## config.mk

```make
export PLATFORM = sky130hd
export DESIGN_NAME = nec_ir_frame_decoder
export DESIGN_NICKNAME = d
export VERILOG_FILES = /design/src/hw/rtl/nec_pkg.sv /design/src/hw/rtl/nec_cfg_regs.sv /design/src/hw/rtl/nec_frame_core.sv /design/src/hw/rtl/nec_ir_frame_decoder.sv
export SDC_FILE = /design/constraint.sdc
export NUM_CORES = 1
export LEC_CHECK = 0
export BUFFER_PORTS_ARGS = -buffer_cell sky130_fd_sc_hd__buf_2
export CORE_ASPECT_RATIO = 1.75
export CORE_MARGIN = 2
export CORE_UTILIZATION = 25
export DETAILED_ROUTE_END_ITERATION = 8
export PLACE_DENSITY = 0.36
export SKIP_CTS_REPAIR_TIMING = 1
export SLEW_MARGIN = 10
export SYNTH_ARGS = -nofsm -noshare
export SYNTH_HDL_FRONTEND = slang
export SYNTH_HIERARCHICAL = 1
export SYNTH_SLANG_ARGS = --single-unit
```

## constraint.sdc

```tcl
create_clock -name clk -period 8.95 [get_ports clk]
set_clock_uncertainty 0.05 [all_clocks]
set_input_delay 0.4475 -clock clk [delete_from_list [all_inputs] [get_ports clk]]
set_output_delay 0.4475 -clock clk [all_outputs]
set_load 0.01 [all_outputs]
```

## src/hw/rtl/nec_pkg.sv

```systemverilog
`timescale 1ns / 1ps

package nec_pkg;

	localparam int FRAME_BITS = 32;
	localparam int BIT_IDX_W  = $clog2(FRAME_BITS);
	localparam int BIT_CNT_W  = 6;
	localparam int TICK_W     = 10;
	localparam int TIME_W     = 16;
	localparam int CFG_DATA_W = 16;
	localparam int CFG_IDX_W  = 3;

	localparam logic [TIME_W-1:0] BIT_BOUNDARY_RST = 16'd1500;
	localparam logic [TICK_W-1:0] HOLD_TICKS_RST   = 10'd100;
	localparam logic [TICK_W-1:0] SETTLE_TICKS_RST = 10'd30;
	localparam logic [TICK_W-1:0] REPEAT_TICKS_RST = 10'd200;

	typedef enum logic [1:0] {
		PH_IDLE   = 2'd0,
		PH_DELAY  = 2'd1,
		PH_REPEAT = 2'd2
	} phase_t;

	typedef enum logic [1:0] {
		MODE_TICK   = 2'd0,
		MODE_SAMPLE = 2'd1,
		MODE_RESET  = 2'd2
	} mode_t;

	typedef enum logic [CFG_IDX_W-1:0] {
		REG_BIT_BOUNDARY     = 3'd0,
		REG_EXTENDED_ADDRESS = 3'd1,
		REG_HOLD_TICKS       = 3'd2,
		REG_SETTLE_TICKS     = 3'd3,
		REG_REPEAT_TICKS     = 3'd4
	} reg_idx_t;

	typedef struct packed {
		logic [1:0]        mode;
		logic [TIME_W-1:0] pulse_time;
	} item_t;

	typedef struct packed {
		logic       key_event;
		logic [7:0] keycode;
		logic       frame_error;
		logic [1:0] phase;
	} result_t;

	typedef struct packed {
		logic [TIME_W-1:0] bit_boundary;
		logic              extended_address;
		logic [TICK_W-1:0] hold_ticks;
		logic [TICK_W-1:0] settle_ticks;
		logic [TICK_W-1:0] repeat_ticks;
	} cfg_t;

endpackage

```

## src/hw/rtl/nec_cfg_regs.sv

```systemverilog
`timescale 1ns / 1ps

module nec_cfg_regs import nec_pkg::*; (
	input  logic                  clk,
	input  logic                  arst_n,
	input  logic                  cfg_we,
	input  logic [CFG_IDX_W-1:0]  cfg_index,
	input  logic [CFG_DATA_W-1:0] cfg_data,
	output cfg_t                  cfg
);

	cfg_t cfg_q;

	always_ff @(posedge clk or negedge arst_n) begin
		if (!arst_n) begin
			cfg_q.bit_boundary     <= BIT_BOUNDARY_RST;
			cfg_q.extended_address <= 1'b0;
			cfg_q.hold_ticks       <= HOLD_TICKS_RST;
			cfg_q.settle_ticks     <= SETTLE_TICKS_RST;
			cfg_q.repeat_ticks     <= REPEAT_TICKS_RST;
		end else if (cfg_we) begin
			case (cfg_index)
				REG_BIT_BOUNDARY:     cfg_q.bit_boundary     <= cfg_data[TIME_W-1:0];
				REG_EXTENDED_ADDRESS: cfg_q.extended_address <= cfg_data[0];
				REG_HOLD_TICKS:       cfg_q.hold_ticks       <= cfg_data[TICK_W-1:0];
				REG_SETTLE_TICKS:     cfg_q.settle_ticks     <= cfg_data[TICK_W-1:0];
				REG_REPEAT_TICKS:     cfg_q.repeat_ticks     <= cfg_data[TICK_W-1:0];
				default: ;
			endcase
		end
	end

	assign cfg = cfg_q;

endmodule

```

## src/hw/rtl/nec_frame_core.sv

```systemverilog
`timescale 1ns / 1ps

module nec_frame_core import nec_pkg::*; (
	input  logic    clk,
	input  logic    arst_n,
	input  logic    step,
	input  item_t   item_s1,
	input  cfg_t    cfg,
	output result_t result_s2
);

	phase_t                 phase_q, phase_n;
	logic                   ret_q, ret_n;
	logic [TICK_W-1:0]      cd_q, cd_n;
	logic [FRAME_BITS-1:0]  fb_q, fb_n;
	logic [BIT_CNT_W-1:0]   bc_q, bc_n, bc_inc;
	logic [7:0]             lk_q, lk_n;
	result_t                res_n, res_s2;
	logic [7:0]             a_b, na_b, c_b, nc_b;
	logic                   ok;

	always_ff @(posedge clk or negedge arst_n) begin
		if (!arst_n) begin
			phase_q <= PH_IDLE;
			ret_q   <= 1'b0;
			cd_q    <= '0;
			fb_q    <= '0;
			bc_q    <= '0;
			lk_q    <= '0;
		end else if (step) begin
			phase_q <= phase_n;
			ret_q   <= ret_n;
			cd_q    <= cd_n;
			fb_q    <= fb_n;
			bc_q    <= bc_n;
			lk_q    <= lk_n;
		end
	end

	always_ff @(posedge clk) begin
		if (step) begin
			res_s2 <= res_n;
		end
	end

	// frame word with the incoming sample merged in, checked on the last bit
	always_comb begin
		fb_n = fb_q;
		fb_n[bc_q[BIT_IDX_W-1:0]] = (item_s1.pulse_time > cfg.bit_boundary);
	end

	assign bc_inc = bc_q + BIT_CNT_W'(1);
	assign a_b    = fb_n[7:0];
	assign na_b   = fb_n[15:8];
	assign c_b    = fb_n[23:16];
	assign nc_b   = fb_n[31:24];
	assign ok     = (nc_b == ~c_b) && (cfg.extended_address || (na_b == ~a_b));

	always_comb begin
		phase_n = phase_q;
		ret_n   = ret_q;
		cd_n    = cd_q;
		bc_n    = bc_q;
		lk_n    = lk_q;
		res_n   = '0;
		case (item_s1.mode)
			MODE_TICK: begin
				if (phase_q == PH_DELAY) begin
					if (cd_q <= TICK_W'(1)) begin
						cd_n = '0;
						bc_n = '0;
						if (ret_q) begin
							phase_n = PH_REPEAT;
							cd_n    = cfg.repeat_ticks;
						end else begin
							phase_n = PH_IDLE;
							lk_n    = '0;
						end
					end else begin
						cd_n = cd_q - TICK_W'(1);
					end
				end else if (phase_q == PH_REPEAT) begin
					if (cd_q <= TICK_W'(1)) begin
						phase_n = PH_DELAY;
						cd_n    = cfg.settle_ticks;
						ret_n   = 1'b0;
						bc_n    = '0;
					end else begin
						cd_n = cd_q - TICK_W'(1);
					end
				end
			end
			MODE_SAMPLE: begin
				if (phase_q != PH_DELAY) begin
					bc_n = bc_inc;
					if (bc_inc >= BIT_CNT_W'(FRAME_BITS)) begin
						lk_n = c_b;
						bc_n = '0;
						if (ok) begin
							res_n.key_event = 1'b1;
							res_n.keycode   = c_b;
							phase_n         = PH_DELAY;
							cd_n            = cfg.hold_ticks;
							ret_n           = 1'b1;
						end else begin
							res_n.frame_error = 1'b1;
							if (phase_q == PH_IDLE) begin
								phase_n = PH_DELAY;
								cd_n    = cfg.settle_ticks;
								ret_n   = 1'b0;
							end
						end
					end
				end
			end
			MODE_RESET: begin
				if (phase_q == PH_IDLE) begin
					lk_n = '0;
					bc_n = '0;
				end else if (phase_q == PH_REPEAT) begin
					res_n.key_event = 1'b1;
					res_n.keycode   = lk_q;
					phase_n         = PH_DELAY;
					cd_n            = cfg.settle_ticks;
					ret_n           = 1'b1;
					bc_n            = '0;
				end
			end
			default: ;
		endcase
		res_n.phase = phase_n;
	end

	assign result_s2 = res_s2;

endmodule

```

## src/hw/rtl/nec_ir_frame_decoder.sv

```systemverilog
`timescale 1ns / 1ps

// NEC IR frame decoder.
// Input channel (item_valid/item_ready/item): one beat per tick, pulse timing
// sample or reset event. Output channel (result_valid/result_ready/result):
// exactly one result beat per input beat, in order.
// Configuration: cfg_we writes cfg_data into register cfg_index;
// only write while no beat is in flight.
// Pipeline: input register, then decode and phase update into the result
// register. An accepted beat waits in the input register until the result
// register is free or being taken. Throughput is one beat per cycle while
// result_ready stays high; the phase update is a loop through the phase register.
// A stalled result holds in the output register; the input register still
// takes one more beat, then item_ready drops until the result is taken.
// Reset clears the phase machine to idle, empties both registers and loads
// the default timing thresholds.
module nec_ir_frame_decoder import nec_pkg::*; (
	input  logic                  clk,
	input  logic                  arst_n,
	input  logic                  item_valid,
	output logic                  item_ready,
	input  item_t                 item,
	output logic                  result_valid,
	input  logic                  result_ready,
	output result_t               result,
	input  logic                  cfg_we,
	input  logic [CFG_IDX_W-1:0]  cfg_index,
	input  logic [CFG_DATA_W-1:0] cfg_data
);

	cfg_t  cfg;
	item_t item_s1;
	logic  valid_s1, valid_s2;
	logic  step;

	assign step       = valid_s1 && (!valid_s2 || result_ready);
	assign item_ready = !valid_s1 || step;

	always_ff @(posedge clk or negedge arst_n) begin
		if (!arst_n) begin
			valid_s1 <= 1'b0;
			valid_s2 <= 1'b0;
		end else begin
			if (item_ready) begin
				valid_s1 <= item_valid;
			end
			if (step) begin
				valid_s2 <= 1'b1;
			end else if (result_ready) begin
				valid_s2 <= 1'b0;
			end
		end
	end

	always_ff @(posedge clk) begin
		if (item_ready && item_valid) begin
			item_s1 <= item;
		end
	end

	nec_cfg_regs u_cfg (
		.clk       (clk),
		.arst_n    (arst_n),
		.cfg_we    (cfg_we),
		.cfg_index (cfg_index),
		.cfg_data  (cfg_data),
		.cfg       (cfg)
	);

	nec_frame_core u_core (
		.clk       (clk),
		.arst_n    (arst_n),
		.step      (step),
		.item_s1   (item_s1),
		.cfg       (cfg),
		.result_s2 (result)
	);

	assign result_valid = valid_s2;

endmodule

```

## Word-level counts from Yosys, hierarchy flattened

Index checks and enable logic that the tools add are counted.

- Word-level logic and storage cells: 137
- Register bits: 138
- Output and inout bits: 14

- Reduce and logical (&&, ||, !) cells: 24
- Equality and inequality tests: 24
- $lt $le $gt $ge: 5
- Bitwise gates (word level): 2
- Muxes and demuxes: 61
- Add/subtract/negate cells: 2

Operators with widths:

| cell | number |
|---|---|
| 10-bit two-way mux | 13 |
| 8-bit two-way mux | 6 |
| 6-bit two-way mux | 7 |
| 32-bit bitwise mux | 1 |
| 10-bit one-hot mux with 3 select lines | 1 |
| 9-bit two-way mux | 3 |
| 8-bit one-hot mux with 3 select lines | 1 |
| 2-bit two-way mux | 11 |
| 6-bit one-hot mux with 3 select lines | 1 |
| 9-bit one-hot mux with 2 select lines | 1 |
| 8-bit == test | 2 |
| 16-bit greater-than comparator | 1 |
| 2-bit by 1-bit inequality test with 1-bit output (second input constant) | 8 |
| 8-bit inverter | 2 |
| 8-bit AND reduction | 2 |
| 1-bit two-way mux | 13 |
| 10-bit by 1-bit less-or-equal comparator with 1-bit output (second input constant) | 1 |
| 10-bit AND reduction | 1 |
| 2-bit AND reduction | 5 |
| 10-bit by 1-bit subtractor with 10-bit output (second input constant) | 1 |
| 3-bit by 1-bit inequality test with 1-bit output (second input constant) | 3 |
| 6-bit by 1-bit adder with 6-bit output (second input constant) | 1 |
| 3-bit by 2-bit == test with 1-bit output (second input constant) | 2 |
| 6-bit >= comparator (second input constant) | 1 |
| 19 further kinds | 30 |

## Logic depth before layout (Yosys ltp)

- Depth in word-level cells: 13
- Mapped depth: 17
- Mapped depth without buffers: 13

## Hierarchy

The synthesis kept the hierarchy.

By module, submodules not included:

| module | area an instance (µm²) | instances | seq. area each (µm²) | cells each |
|---|---|---|---|---|
| nec_frame_core | 5537.8 | 1 | 1836.8 | 652 |
| nec_cfg_regs | 1820.5 | 1 | 1197.4 | 103 |
| nec_ir_frame_decoder | 644.4 | 1 | 590.6 | 26 |

## Worst setup path before layout

OpenSTA, ideal clock, no wires.

- Path type: register to register
- Start: register u_cfg.cfg_q, in the netlist u_cfg/cfg[41]
- End: register u_core.cd_q[6]
- Required time: 8.772 ns
- Data arrival time: 3.308 ns
- Setup slack: 5.464 ns
- Stages on the path, launching flop included: 18
- Setup time: 0.128 ns
- Path through: dfstp_2 -> inv_1 -> ha_1 -> nand2_1 -> nor4_4 -> and2_1 -> buf_4 -> buf_6 -> nor3_1 -> a211oi_1 -> o2111a_1 -> a41o_1 -> and2_1 -> buf_6 -> buf_6 -> mux2_2 -> a211oi_1 -> nor3_1

- Word-level cells in the longest chain between the ends: 10
- Elaborated cells between the ends (all ways): 14

RTL lines:

| element | RTL line | RTL |
|---|---|---|
| start: declaration | nec_cfg_regs.sv:12 | `cfg_t cfg_q;` |
| 16-bit greater-than comparator (*) | nec_frame_core.sv:49 | `fb_n[bc_q[BIT_IDX_W-1:0]] = (item_s1.pulse_time > cfg.bit_boundary);` |
| 32-bit bitwise mux (*) | nec_frame_core.sv:49 |  |
| 8-bit inverter | nec_frame_core.sv:57 | `assign ok = (nc_b == ~c_b) && (cfg.extended_address \|\| (na_b == ~a_b));` |
| 8-bit == test | nec_frame_core.sv:57 |  |
| 1-bit logical OR | nec_frame_core.sv:57 |  |
| 1-bit logical AND (*) | nec_frame_core.sv:57 |  |
| 10-bit two-way mux | nec_frame_core.sv:99 | `if (ok) begin` |
| 10-bit two-way mux | nec_frame_core.sv:96 | `if (bc_inc >= BIT_CNT_W'(FRAME_BITS)) begin` |
| 10-bit two-way mux | nec_frame_core.sv:94 | `if (phase_q != PH_DELAY) begin` |
| 10-bit one-hot mux with 3 select lines | nec_frame_core.sv:66 | `case (item_s1.mode)` |
| end signal: assignment | nec_frame_core.sv:33 | `cd_q <= cd_n;` |
| end: declaration | nec_frame_core.sv:14 | `logic [TICK_W-1:0] cd_q, cd_n;` |

Mark *: on every way between the ends. The rest lies on a longest branch, timed or not. The select of a mux whose other input is x is not followed.
A chain may end at the register's enable or synchronous reset.

==> metrics.txt <==
Compound-Gate Fraction of Synth Area=0.1637; slew margin rel.=0.4365; PwrDens=219.2 nW/µm²; FF-to-FF Start=u_cfg/cfg[41]; # fillers=3289; dpl hpwl=18300 µm; Placed Cells=1192; Hold Crit Class=input pin to asynchronous set/reset pin; Max VDD drop=0.0001398 V; Arr. time, crit path=5.05 ns; Yosys top cell area share=0.2846; max incr delay on CP=0.67 ns; TNS Setup=0 ns; Synth warnings=6; first-pass GRT wire length=37760 µm; routed vias=5994; Total GRT Usage=0.1508; number of flops mapped to enable cells by yosys=30; status=finished clean; number of global-route vias before repair=6139; dominant synthesized flop cell=dfrtp_1; Yosys top cell by area=dfrtp_1; Worst path slowest cell=and2_1; largest family of logic cells by synthesized area=compound AO/OA/AOI/OAI gates; final period utilization=0.5356; synthesized cell area=8003 µm²; Final ANT Viol Nets=0; Worst Setup SP=u_cfg/cfg[41]; Critical Path End Type=register; most common cell in the netlist=dfrtp_1; CP Buf/Inv Count=1; # diodes=0; hold slack=0.03899 ns; Sink Count=138; Total Die Area=33510 µm²; Synth-to-Final Area Change=14.90%; nets@finish=888; Max-Cap Viols=0; register area share after synthesis=0.4529; CTS tree=done; DRC viols=0; vias per cell=4.897; CP Launch Type=register; fmax=208.6 MHz; FF/Latch Area=3625 µm²; Synth Area in XOR/XNOR=0.02517; Post-Synth Simple-Gate Area=0.1474; CTS clk-pin slew, worst paths=0.06 ns; Worst-Skew Late Latency=0.44 ns; Num CTS Buffers=17; Die H=240.7 µm; initial core utilization=0.2538; crit path kind=register to register; Hold Fails Final Rpt=0; CTS root buffer=clkbuf_16; flops & latches, synth=138; fin cells=1224; synth unique cells=70; final setup violation count=0; Leak=0.003615 µW; leading post-synthesis cells by cell area=dfrtp_1 (28%), edfxtp_1 (11%), mux2_2 (8.7%); IO Pins=56; Max Transition Viols Final=0; grt ovf=0; Critical Path RT=9.20 ns; Mean Syn Cell Area=10.25 µm²; cell count after synthesis=781; Core ar.=31530 µm²; CTS Buffer Depth=2; final WL=24360 µm; width of the die=139.2 µm; drt wl/cell=19.90 µm; Least-Margin Pin Slew=0.8453 ns; unrepaired setup endpoints after global routing=no; Tmin final=4.793 ns; # rows=86; largest net degree at the start of global routing=58; adder-cell area share of the yosys netlist=0.04847; CP max FO=15; share of cells above drive strength 1=0.2331; H-Tree Depth=4; Initial DRT Pass Iterations=5; Port Buffer Count=55; DRT iter0 DRCs=298; CP cell instances=inv_1 > ha_1 > nand2_1 > nor3_1 > nor3_1 > nand3_1 > nand2_1 > a221oi_1 > and4_1 > and2_1 > and3_1 > a22oi_1 > nor2b_1; multi-input logic area=4011 µm²; initial antenna violation count=0; Synth top cells by count=dfrtp_1 (91), nand2_1 (72), o21ai_0 (66); Worst path top cell family by delay=simple AND/OR/NAND/NOR gates; post-synthesis mux area share=0.1165; Async SR Flop Fraction=0.7826; Placer Congestion=0.7656; Synth Net Count=854
final timing paths:
path	to	slack, ns	cells past startpoint
setup / recovery	u_core/result_s2[7]	4.16	13
hold / removal	u_core/phase_q[0]	0.04	1
setup reg to reg	u_core/result_s2[7]	4.16	13
hold reg to reg	u_core/lk_q[3]	0.44	2
max in group asynchronous	u_cfg/cfg[45]	7.58	2
min in group clk	item_s1[10]	0.13	1
through the flow:
step / instance area (µm²) / worst slack [ns] / utilization / power [µW]
2_1_floorplan: 8003 / 5.464 / - / 1169
3_3_place_gp: 8608 / 4.051 / 0.2730 / 1328
3_5_place_dp: 8608 / 4.066 / 0.2730 / 1328
4_1_cts: 9195 / 4.014 / 0.2917 / 2059
5_1_grt: 9195 / 3.799 / 0.2917 / 2147
6_report: 9195 / 4.157 / 0.2917 / 2016
cell usage in the layout (no fill, tap or decap), types with 4 or more instances in the layout:
cell type	netlist	routed
clkbuf_16	0	18
xor2_1	4	4
a21oi_1	31	31
o31ai_1	36	36
or2_2	4	4
a22oi_1	15	15
nand3_1	15	15
a221oi_1	8	8
nor3_1	25	25
and3_1	6	6
and4_1	5	5
dfrtp_1	91	91
mux2_2	62	62
edfxtp_1	30	30
xnor2_1	19	19
nor2_1	34	34
mux2i_1	20	20
inv_6	0	4
a31oi_1	4	4
buf_4	1	10
a211oi_1	11	11
nand4_1	6	6
buf_2	8	54
dfstp_2	17	17
inv_1	34	34
nor4_1	6	6
nand2b_1	13	13
o21ai_0	66	66
nand2_1	72	72
ha_1	31	31
and2_1	5	5
nor2b_1	14	14
flip-flops by register name, indices dropped and copies added, names as in the netlist, 2 cells and up:
name,cells
item_s1,18
u_cfg/cfg,47
u_core/bc_q,6
u_core/cd_q,10
u_core/fb_q,32
u_core/lk_q,8
u_core/phase_q,2
u_core/result_s2,12
metal layers:
metal,up-vias,share of wire,track usage,routed length [µm]
met5,-,0,0,0
met4,0,0.034,0.07132,832
met3,34,0.026,0.02917,638
met2,111,0.58,0.2941,14040
met1,2926,0.36,0.1522,8849
li1,2923,-,-,-
power breakdown:
group	switching (µW)	internal, µW
clock network	292	416
registers	87.5	759
logic	274	188
total	653	1360
area by class of cell:
cell class	instances	share of cell area
Sequential cell	138	0.3942
Clock inverter	11	0.01143
Clock buffer	21	0.05239
Timing Repair Buffer	64	0.03756
Tap cell	396	0.05388
Multi-Input combinational cell	559	0.4363
Inverter	35	0.01429
cell families after synthesis:
| group | after synthesis |
|---|---|
| buffers and inverters | 84 |
| muxes | 85 |
| AOI/OAI and AO/OA | 198 |
| xor gates and xnor gates | 23 |
| and+or+nand+nor | 222 |
| adders and majority gates | 31 |
| DFF | 138 |
No activity file was read; power rests on OpenSTA's default activity.
